$ cat config.mk
export PLATFORM = sky130hd
export DESIGN_NAME = pixel_format_to_rgb888
export DESIGN_NICKNAME = d
export VERILOG_FILES = /design/src/design/pftr_pkg.sv /design/src/design/pftr_pixel_conv.sv /design/src/design/pixel_format_to_rgb888.sv
export SDC_FILE = /design/constraint.sdc
export NUM_CORES = 1
export LEC_CHECK = 0
export ABC_AREA = 1
export ABC_CLOCK_PERIOD_IN_PS = 15800
export BUFFER_PORTS_ARGS = -buffer_cell sky130_fd_sc_hd__buf_2
export CAP_MARGIN = 15
export CORE_ASPECT_RATIO = 0.7
export CORE_MARGIN = 3
export CORE_UTILIZATION = 50
export DETAILED_ROUTE_END_ITERATION = 8
export GPL_TIMING_DRIVEN = 0
export PLACE_DENSITY = 0.78
export SLEW_MARGIN = 20
export SYNTH_ARGS = -nofsm -noshare
export SYNTH_HDL_FRONTEND = slang
export SYNTH_SLANG_ARGS = --single-unit
$ cat constraint.sdc
create_clock -name i_clk -period 15.8 [get_ports i_clk]
set_input_delay 0.79 -clock i_clk [delete_from_list [all_inputs] [get_ports i_clk]]
set_output_delay 0.79 -clock i_clk [all_outputs]
set_load 0.05 [all_outputs]
$ cat src/design/pftr_pkg.sv
// pftr_pkg: shared types, format codes and q14 constants for the pixel format converter
// no dependencies; used by pftr_pixel_conv and pixel_format_to_rgb888
package pftr_pkg;

    // source format codes held in the configuration register
    typedef enum logic [1:0] {
        FMT_RGBA8 = 2'd0,
        FMT_GRAY8 = 2'd1,
        FMT_YUYV  = 2'd2,
        FMT_BW    = 2'd3
    } t_src_fmt;

    // one input beat
    typedef struct packed {
        logic [7:0] byte_a;
        logic [7:0] byte_b;
        logic [7:0] byte_c;
        logic [7:0] byte_d;
    } t_in_beat;

    // one output pixel beat
    typedef struct packed {
        logic [7:0] red;
        logic [7:0] green;
        logic [7:0] blue;
        logic       last_of_item;
    } t_out_beat;

    // fixed-point widths for the yuv sums
    localparam int QShift  = 14;
    localparam int SumW    = 25;

    // q14 colour coefficients
    localparam logic [15:0] CoefR  = 16'd22970;
    localparam logic [15:0] CoefGu = 16'd5636;
    localparam logic [15:0] CoefGv = 16'd11698;
    localparam logic [15:0] CoefB  = 16'd29032;

    localparam logic [8:0] ChromaOffset = 9'd128;
    localparam logic [7:0] ChanMax      = 8'd255;

    // clamp a signed q14 sum to a byte: negative gives 0, overflow gives 255
    function automatic logic [7:0] q14_to_byte(input logic signed [SumW-1:0] sum);
        logic [7:0] res;
        if (sum[SumW-1]) begin
            res = 8'd0;
        end else if (|sum[SumW-2:QShift+8]) begin
            res = ChanMax;
        end else begin
            res = sum[QShift+7:QShift];
        end
        return res;
    endfunction

endpackage

$ cat src/design/pftr_pixel_conv.sv
// pftr_pixel_conv: combinational conversion of one held beat into one rgb pixel
// depends on pftr_pkg (beat types, format codes, q14 constants)
module pftr_pixel_conv (
    input  pftr_pkg::t_src_fmt  i_fmt,
    input  pftr_pkg::t_in_beat  i_beat,
    input  logic                i_second,
    output pftr_pkg::t_out_beat o_pixel
);

    logic        [7:0]               w_y;
    logic signed [8:0]               w_u;
    logic signed [8:0]               w_v;
    logic signed [pftr_pkg::SumW-1:0] w_u_ext;
    logic signed [pftr_pkg::SumW-1:0] w_v_ext;
    logic signed [pftr_pkg::SumW-1:0] w_s;
    logic signed [pftr_pkg::SumW-1:0] w_sum_r;
    logic signed [pftr_pkg::SumW-1:0] w_sum_g;
    logic signed [pftr_pkg::SumW-1:0] w_sum_b;
    logic        [7:0]               w_bw;

    // luma picks Y1 on the first pixel and Y2 on the second
    assign w_y = i_second ? i_beat.byte_c : i_beat.byte_a;

    // centred chroma
    assign w_u = $signed({1'b0, i_beat.byte_b} - pftr_pkg::ChromaOffset);
    assign w_v = $signed({1'b0, i_beat.byte_d} - pftr_pkg::ChromaOffset);
    assign w_u_ext = pftr_pkg::SumW'(w_u);
    assign w_v_ext = pftr_pkg::SumW'(w_v);

    // q14 sums, constant multipliers only
    assign w_s     = $signed({{(pftr_pkg::SumW - 8 - pftr_pkg::QShift){1'b0}}, w_y,
                              {pftr_pkg::QShift{1'b0}}});
    assign w_sum_r = w_s + w_v_ext * $signed(pftr_pkg::SumW'(pftr_pkg::CoefR));
    assign w_sum_g = w_s - w_u_ext * $signed(pftr_pkg::SumW'(pftr_pkg::CoefGu))
                         - w_v_ext * $signed(pftr_pkg::SumW'(pftr_pkg::CoefGv));
    assign w_sum_b = w_s + w_u_ext * $signed(pftr_pkg::SumW'(pftr_pkg::CoefB));

    assign w_bw = (i_beat.byte_a != 8'd0) ? pftr_pkg::ChanMax : 8'd0;

    // format select
    always_comb begin
        o_pixel.last_of_item = 1'b1;
        unique case (i_fmt)
            pftr_pkg::FMT_RGBA8: begin
                o_pixel.red   = i_beat.byte_a;
                o_pixel.green = i_beat.byte_b;
                o_pixel.blue  = i_beat.byte_c;
            end
            pftr_pkg::FMT_GRAY8: begin
                o_pixel.red   = i_beat.byte_a;
                o_pixel.green = i_beat.byte_a;
                o_pixel.blue  = i_beat.byte_a;
            end
            pftr_pkg::FMT_YUYV: begin
                o_pixel.red          = pftr_pkg::q14_to_byte(w_sum_r);
                o_pixel.green        = pftr_pkg::q14_to_byte(w_sum_g);
                o_pixel.blue         = pftr_pkg::q14_to_byte(w_sum_b);
                o_pixel.last_of_item = i_second;
            end
            default: begin
                o_pixel.red   = w_bw;
                o_pixel.green = w_bw;
                o_pixel.blue  = w_bw;
            end
        endcase
    end

endmodule

$ cat src/design/pixel_format_to_rgb888.sv
// pixel_format_to_rgb888: top level, input register, format register and pixel output register
// depends on pftr_pkg and pftr_pixel_conv
//
//  channel | direction | handshake              | payload
//  in      | input     | i_in_valid / o_in_stall  | i_in_beat  (t_in_beat)
//  out     | output    | o_out_valid / i_out_stall | o_out_beat (t_out_beat)
//  cfg     | input     | i_cfg_wr_en             | i_cfg_wr_data (source format)
//
// a beat enters the input register, is converted and lands in the output register;
// the second yuyv pixel of a beat follows the first from the same held input beat.
// one pixel leaves per cycle through the single output register while the output is not
// stalled; RGBA8, GRAY8 and BW then take one item per cycle, YUYV one item per two pixels.
// synchronous active-low reset clears the valid flags and sets the format to RGBA8.
// a stall on the output holds the output register and, once the input register is
// full, stalls the input.
module pixel_format_to_rgb888 (
    input  logic                i_clk,
    input  logic                i_rst_n,
    input  logic                i_cfg_wr_en,
    input  logic [1:0]          i_cfg_wr_data,
    input  logic                i_in_valid,
    output logic                o_in_stall,
    input  pftr_pkg::t_in_beat  i_in_beat,
    output logic                o_out_valid,
    input  logic                i_out_stall,
    output pftr_pkg::t_out_beat o_out_beat
);

    pftr_pkg::t_src_fmt  r_source_format;
    logic                r_in_valid;
    pftr_pkg::t_in_beat  r_in_beat;
    logic                r_half;
    logic                r_out_valid;
    pftr_pkg::t_out_beat r_out_beat;

    pftr_pkg::t_out_beat w_pixel;
    logic                w_out_free;
    logic                w_emit;
    logic                w_item_done;
    logic                w_in_take;

    // configuration register
    always_ff @(posedge i_clk) begin
        if (!i_rst_n) begin
            r_source_format <= pftr_pkg::FMT_RGBA8;
        end else if (i_cfg_wr_en) begin
            r_source_format <= pftr_pkg::t_src_fmt'(i_cfg_wr_data);
        end
    end

    // handshake control
    assign w_out_free  = !r_out_valid || !i_out_stall;
    assign w_emit      = r_in_valid && w_out_free;
    assign w_item_done = !((r_source_format == pftr_pkg::FMT_YUYV) && !r_half);
    assign o_in_stall  = r_in_valid && !(w_emit && w_item_done);
    assign w_in_take   = i_in_valid && !o_in_stall;

    // input register and yuyv second-pixel flag
    always_ff @(posedge i_clk) begin
        if (!i_rst_n) begin
            r_in_valid <= 1'b0;
            r_half     <= 1'b0;
        end else begin
            if (w_in_take) begin
                r_in_valid <= 1'b1;
            end else if (w_emit && w_item_done) begin
                r_in_valid <= 1'b0;
            end
            if (w_emit) begin
                r_half <= !w_item_done;
            end
        end
    end

    always_ff @(posedge i_clk) begin
        if (w_in_take) begin
            r_in_beat <= i_in_beat;
        end
    end

    pftr_pixel_conv u_conv (
        .i_fmt    (r_source_format),
        .i_beat   (r_in_beat),
        .i_second (r_half),
        .o_pixel  (w_pixel)
    );

    // output register
    always_ff @(posedge i_clk) begin
        if (!i_rst_n) begin
            r_out_valid <= 1'b0;
        end else if (w_out_free) begin
            r_out_valid <= r_in_valid;
        end
    end

    always_ff @(posedge i_clk) begin
        if (w_emit) begin
            r_out_beat <= w_pixel;
        end
    end

    assign o_out_valid = r_out_valid;
    assign o_out_beat  = r_out_beat;

    // second-pixel flag only while a beat is held
    a_half_needs_beat: assert property (@(posedge i_clk) disable iff (!i_rst_n)
        r_half |-> r_in_valid)
        else $error("second pixel pending without a held beat");

    // a non-final pixel only comes from a yuyv pair
    a_first_only_yuyv: assert property (@(posedge i_clk) disable iff (!i_rst_n)
        (o_out_valid && !o_out_beat.last_of_item) |-> (r_source_format == pftr_pkg::FMT_YUYV))
        else $error("non-final pixel outside yuyv format");

    // an accepted beat is held in the next cycle
    a_take_holds: assert property (@(posedge i_clk) disable iff (!i_rst_n)
        (i_in_valid && !o_in_stall) |=> r_in_valid)
        else $error("accepted beat lost");

endmodule

==> metrics.md, run 1 <==
| Metric | Value |
|---|---|
| RSZ-0062 raised after global routing | `false` |
| Setup Viol. Count Final | `0` |
| RD Place Congestion | `0.934` |
| Least-Margin Pin Slew | `0.995 ns` |
| Nets | `1,892` |
| Data required, critical path | `15.86 ns` |
| CP dominant cell by count | `inv_1` |
| Synth Flop Type | `edfxtp_1` |
| Vias per cell | `5.35` |
| Max-slew headroom | `33.6%` |
| Max-Cap Viols | `0` |
| IO Count | `66` |
| Yosys reg bits | `62` |
| Number of detailed-route iterations in the first pass | `8` |
| Vias post-DR | `9,677` |
| Top-count cell post-synth | `inv_1` |
| Fmax | `121 MHz` |
| Final cell count without fillers | `1,809` |
| Register Area | `1810 um^2` |
| Synth top area share | `27.8%` |
| Setup TNS Final | `0 ns` |
| Synth Area in XOR/XNOR | `5.63%` |
| CTS tree | `yes` |
| Clock Skews | `0.0172 ns` |
| Ranking of synthesized cells by area | `ha_1, fa_1, edfxtp_1` |
| Yosys warning total | `0` |
| Drt initial violations | `854` |
| Post-synthesis mux area share | `0%` |
| Largest family of logic cells by synthesized area | `adder cells` |
| Clock root buffer | `clkbuf_16` |
| Endpoint type of the worst setup path | `flip-flop` |
| PostCTS Resize Cnt | `0` |
| Initial antenna violation count | `0` |
| Residual overflow from global routing | `0` |
| Crit Path Max Fanout | `13` |
| Antenna-violating nets left | `0` |
| Layout cells sized above 1 | `8.48%` |
| Postcts setup bufs | `0` |
| Delay-heaviest family, CP | `adder cells` |
| WP data arrival | `8.35 ns` |
| Hold Vio Cnt, Final | `0` |
| Slew Viols, Final | `0` |
| Multi-input gate area | `8860 um^2` |
| TritonCTS Buffers | `9` |
| Synth Area in Simple Gates | `15.0%` |
| Post-synthesis area per instance | `8.39 um^2` |
| Sequential fraction of the synthesis area | `15.3%` |
| Setup Crit Path Kind | `reg2reg` |
| Worst reg-to-reg setup slack | `7.51 ns` |
| Fillcell total | `2,027` |
| Post-CTS Hold Fix Bufs | `0` |
| Post-Syn Nets | `1,815` |
| Die Height | `135 um` |
| Largest area contributor in the netlist | `ha_1` |
| Starting Density | `51.7%` |
| Adder-cell share of the synthesized area | `44.2%` |
| Post-route minimum period | `8.29 ns` |
| Placed insts | `1,793` |
| Number of synthesized flops with an enable pin | `57` |
| Post-DP Area | `12,600 um^2` |
| Synth Instances | `1,415` |
| Die width | `190 um` |
| Outcome | `complete, no violations` |
| WL/cell | `15.9 um` |
| Distinct cells, synth | `49` |
| Post-synth ARST share | `0%` |
| HPWL Detailed | `24,800 um` |
| FP Rows | `46` |
| Synth Area in Compound Gates | `9.69%` |
| Via count of the first global-routing pass | `9,337` |
| PortBufs | `65` |
| Layout area overhead | `8.83%` |
| Buf/Inv on CP | `7` |
| H-tree Lvls | `3` |
| Ant diodes | `0` |
| Final wirelength | `28,800 um` |
| Highest-delay cell along the critical path | `edfxtp_1` |
| First-pass GRT wire length | `48,000 um` |
| Residual DRC | `0` |
| CP max stage delay | `0.76 ns` |
| Core Region | `23,000 um^2` |
| Synth Cell Area | `11,900 um^2` |
| Clock slew at reported path FFs | `0.06 ns` |
| List of most frequent post-synthesis cells | `inv_1, ha_1, nand2_1, a21oi_1, fa_1` |
| Sink Count | `62` |
| Die ar. | `25,700 um^2` |
| Final instance area | `12,900 um^2` |
| Critical Path Source Type | `flip-flop` |
| Largest net degree at the start of global routing | `27` |
| Worst-skew pair later-pin latency | `0.36 ns` |
| Fin crit share | `52.5%` |
| HP Class | `reg2reg` |
| Total Routing Usage GR | `23.6%` |
| Clock Tree Buf Depth | `2` |
state kept, by name (all words and copies together), names as in the netlist:
name and flops:
r_in_beat 32, r_in_valid 1, r_half 1, r_source_format 2, o_out_beat 25, o_out_valid 1
through the flow:
stage,hold slack (ns),util (%),setup slack [ns]
after floorplan,0.449,-,9.15
after global placement,0.457,54.8,7.80
after detailed placement,0.463,55.0,7.71
after CTS,0.471,56.3,7.66
after global routing,0.504,56.3,6.90
final,0.474,56.3,7.51
final cells by class:
class                           count  area share [%]
Multi-Input combinational cell   1030            68.5
Tap cell                          312            3.02
Clock buffer                        9            1.74
Inverter                          317            9.21
Clock inverter                      7           0.562
Timing Repair Buffer               66            2.73
Buffer                              6           0.184
Sequential cell                    62            14.0
placed cells by master (no fill, tap or decap), types with 4 or more instances in the layout:
cell type and count:
fa_1 97, clkbuf_1 5, ha_1 264, inv_1 315, nor2_1 36, nand2_2 11, xor2_1 45, o21bai_1 8
nand3_1 67, nor2_2 4, dfxtp_1 5, xnor2_1 22, a31oi_1 5, o21ai_0 62, buf_2 66, nor3_1 13
xnor2_2 4, nand4_1 9, edfxtp_1 57, a21o_1 8, nand2_1 215, or2_2 5, nand3b_1 10, a21oi_1 100
clkbuf_16 9
cell families after synthesis:
family / count (synthesis)
flops: 62
buf+inv: 323
fa+ha+maj: 361
xor+xnor: 72
compound gates: 207
simple gates: 390
worst min-delay path, stage by stage (launching register included):
cell     delay [ns]
dfxtp_1        0.30
inv_1          0.06
a21oi_1        0.06
path summary, 6_finish.rpt:
check / endpoint / cells after the start / from
setup / recovery: o_out_beat[10] / 30 / r_in_beat[7]
hold / removal: o_out_valid / 2 / r_in_valid
setup reg to reg: o_out_beat[10] / 30 / r_in_beat[7]
hold reg to reg: o_out_valid / 2 / r_in_valid
per-layer routing:
| layer | routed length (um) | GRT usage, % | up-vias | share of wire [%] |
|---|---|---|---|---|
| met3 | 2660 | 5.42 | 33 | 9.2 |
| li1 | - | - | 4786 | - |
| met5 | 0 | 0 | - | 0 |
| met2 | 11400 | 33.7 | 371 | 40 |
| met4 | 349 | 3.71 | 0 | 1.2 |
| met1 | 14400 | 36.7 | 4487 | 50 |
Power of run 1 is not shown: default switching activity piles up to over one toggle a cycle in this logic, so the estimate is an artifact.
==> run 2, diff against run 1 <==
--- a/config.mk
+++ b/config.mk
@@ -6,7 +6,7 @@
 export NUM_CORES = 1
 export LEC_CHECK = 0
 export ABC_AREA = 1
-export ABC_CLOCK_PERIOD_IN_PS = 15800
+export ABC_CLOCK_PERIOD_IN_PS = 7100
 export BUFFER_PORTS_ARGS = -buffer_cell sky130_fd_sc_hd__buf_2
 export CAP_MARGIN = 15
 export CORE_ASPECT_RATIO = 0.7
@@ -14,7 +14,7 @@
 export CORE_UTILIZATION = 50
 export DETAILED_ROUTE_END_ITERATION = 8
 export GPL_TIMING_DRIVEN = 0
-export PLACE_DENSITY = 0.78
+export PLACE_DENSITY = 0.81
 export SLEW_MARGIN = 20
 export SYNTH_ARGS = -nofsm -noshare
 export SYNTH_HDL_FRONTEND = slang
==> constraint.sdc (replaced) <==
create_clock -name i_clk -period 7.1 [get_ports i_clk]
set_input_delay 0.355 -clock i_clk [delete_from_list [all_inputs] [get_ports i_clk]]
set_output_delay 0.355 -clock i_clk [all_outputs]
set_load 0.05 [all_outputs]
==> run 2 against run 1 <==
  * Final area up 3.8%
  * Critical path depth unchanged
  * Via count is 2.8% higher
  * First-iteration DRC count fell by 5.9%
  * Critical path type unchanged
  * Critical endpoint is now o_out_beat[14]
==> metrics.md, run 2 (synthesis gave the netlist of run 1 again) <==
| Metric | Value |
|---|---|
| Hold path cells | `1 (-1)` |
| HPWL Detailed | `24,800 um (+0.24%)` |
| Endpoint type of the worst setup path | `flip-flop` |
| Least-Margin Pin Slew | `0.938 ns (-0.0573 ns)` |
| Hold Vio Cnt, Final | `0 (unchanged)` |
| R2R depth | `30 (unchanged)` |
| Met2 Use GR | `35.0% (+1.3 points)` |
| Fin crit share | `95.9% (+43 points)` |
| Starting Density | `51.7% (unchanged)` |
| CTS tree | `yes` |
| HP Class | `in2reg` |
| Met1 Track Usage GR | `35.2% (-1.4 points)` |
| Die width | `190 um (unchanged)` |
| Setup TNS Final | `0 ns (unchanged)` |
| Final cell count without fillers | `1,847 (+2.1%)` |
| Setup Viol. Count Final | `0 (unchanged)` |
| H-tree Lvls | `3 (unchanged)` |
| Placed insts | `1,793 (unchanged)` |
| Fillcell total | `1,947 (-3.9%)` |
| Largest net degree at the start of global routing | `27 (unchanged)` |
| CP max stage delay | `0.48 ns (-0.28 ns)` |
| WP data arrival | `6.86 ns (-1.49 ns)` |
| Critical Path Source Type | `flip-flop` |
| Via count of the first global-routing pass | `9,530 (+2.1%)` |
| Number of detailed-route iterations in the first pass | `5 (-3)` |
| Max reg flops | `32 (unchanged)` |
| Final instance area | `13,400 um^2 (+3.8%)` |
| Vias per cell | `5.39 (+0.73%)` |
| Die ar. | `25,700 um^2 (unchanged)` |
| Sink Count | `62 (unchanged)` |
| Max-Cap Viols | `0 (unchanged)` |
| Initial antenna violation count | `1 (+1)` |
| First-pass GRT wire length | `48,100 um (+0.26%)` |
| Nets | `1,929 (+2.0%)` |
| RSZ-0062 raised after global routing | `false` |
| Setup Crit Path Kind | `reg2reg` |
| Commonest non-fill, non-tap cell in the layout | `inv_1` |
| GR Util met3 | `5.79% (+0.36 points)` |
| Slew Viols, Final | `0 (unchanged)` |
| Crit Path Max Fanout | `8 (-5)` |
| Layout area overhead | `13.0%` |
| Highest-delay cell along the critical path | `fa_1` |
| WL/cell | `16.5 um (+3.5%)` |
| Vias post-DR | `9,952 (+2.8%)` |
| Multi-input gate area | `9050 um^2 (+2.1%)` |
| PortBufs | `65 (unchanged)` |
| Residual DRC | `0 (unchanged)` |
| Fmax | `147 MHz (+22%)` |
| RD Place Congestion | `0.923 (-1.2%)` |
| Commonest cells after routing, fill and taps aside | `inv_1, ha_1, nand2_1` |
| Outcome | `complete, no violations` |
| Drt initial violations | `804 (-5.9%)` |
| Clock root buffer | `clkbuf_16` |
| Clock Tree Buf Depth | `2 (unchanged)` |
| FP Rows | `46 (unchanged)` |
| Post-route minimum period | `6.81 ns (-1.48 ns)` |
| GRT busiest layer | `met1` |
| Antenna-violating nets left | `0 (unchanged)` |
| Die Height | `135 um (unchanged)` |
| Layout cells sized above 1 | `13.0% (+4.5 points)` |
| Register Area | `1810 um^2 (unchanged)` |
| Final wirelength | `30,400 um (+5.7%)` |
| Total Routing Usage GR | `23.6% (+0.065 points)` |
| Residual overflow from global routing | `0 (unchanged)` |
| TritonCTS Buffers | `9 (unchanged)` |
| Post-CTS Hold Fix Bufs | `0 (unchanged)` |
| Most flop-heavy register | `r_in_beat` |
| Max-slew headroom | `37.4% (+3.8 points)` |
| Clock slew at reported path FFs | `0.06 ns (about the same)` |
| Core Region | `23,000 um^2 (unchanged)` |
| Worst-skew pair later-pin latency | `0.36 ns (about the same)` |
| IO Count | `66 (unchanged)` |
| CP dominant cell by count | `nand3_1` |
| Post-DP Area | `12,600 um^2 (about the same)` |
| Data required, critical path | `7.16 ns (-8.70 ns)` |
| Clock Skews | `0.0110 ns (-0.00628 ns)` |
## run 2: changes by cell type in the layout (fill, tap and decap cells not counted), moves of 6 or more
cell	previous run	this run
inv_1	315	309
buf_4	0	37
ha_4	0	8
ha_1	264	253
## run 2: path summary, 6_finish.rpt
check / start / to / slack [ns]
max reg2reg: r_in_beat[7] / o_out_beat[14] / 0.29
max: r_in_beat[7] / o_out_beat[14] / 0.29
min: i_in_beat[6] / r_in_beat[6] / 0.17
min reg2reg: r_in_valid / o_out_valid / 0.48
## run 2: layout make-up
type / count / share of cell area, %
Sequential cell: 62 / 13.5
Tap cell: 312 / 2.91
Clock buffer: 10 / 1.78
Multi-Input combinational cell: 1030 / 67.4
Clock inverter: 6 / 0.522
Antenna cell: 1 / 0.0187
Buffer: 6 / 0.233
Timing Repair Buffer: 103 / 4.64
Inverter: 317 / 8.95
## run 2: through the flow
| step | setup slack (ns) | util [%] | hold WS [ns] |
|---|---|---|---|
| 2_1_floorplan | 0.454 | - | 0.449 |
| 3_3_place_gp | -0.868 | 54.8 | 0.459 |
| 3_5_place_dp | -0.975 | 54.9 | 0.473 |
| 4_1_cts | 0.0145 | 56.8 | 0.161 |
| 5_1_grt | 0.0145 | 58.4 | 0.173 |
| 6_report | 0.294 | 58.4 | 0.172 |
## run 2: worst max-delay path, delay by kind of cell, from the launching register on
family / cells / cell delay (ns)
AND/OR/NAND/NOR: 10 / 1.37
buffers and inverters: 4 / 0.57
flip-flops: 1 / 0.40
XOR/XNOR: 2 / 0.54
AO/OA/AOI/OAI: 7 / 1.13
adder cells (fa/ha/maj): 7 / 2.50
## run 2: repair_timing
action,4_1_cts,5_1_grt
resized for setup,5,44
pin swaps,0,12
setup buffers,14,23
setup endpoints to repair,15,8
## run 2: layer usage
metal / share of wire, % / vias to the layer above
met1: 48 / 4661
li1: - / 4850
met5: 0 / -
met4: 1.3 / 0
met3: 9.5 / 40
met2: 41 / 401
Power of run 2 is left out for the same reason.
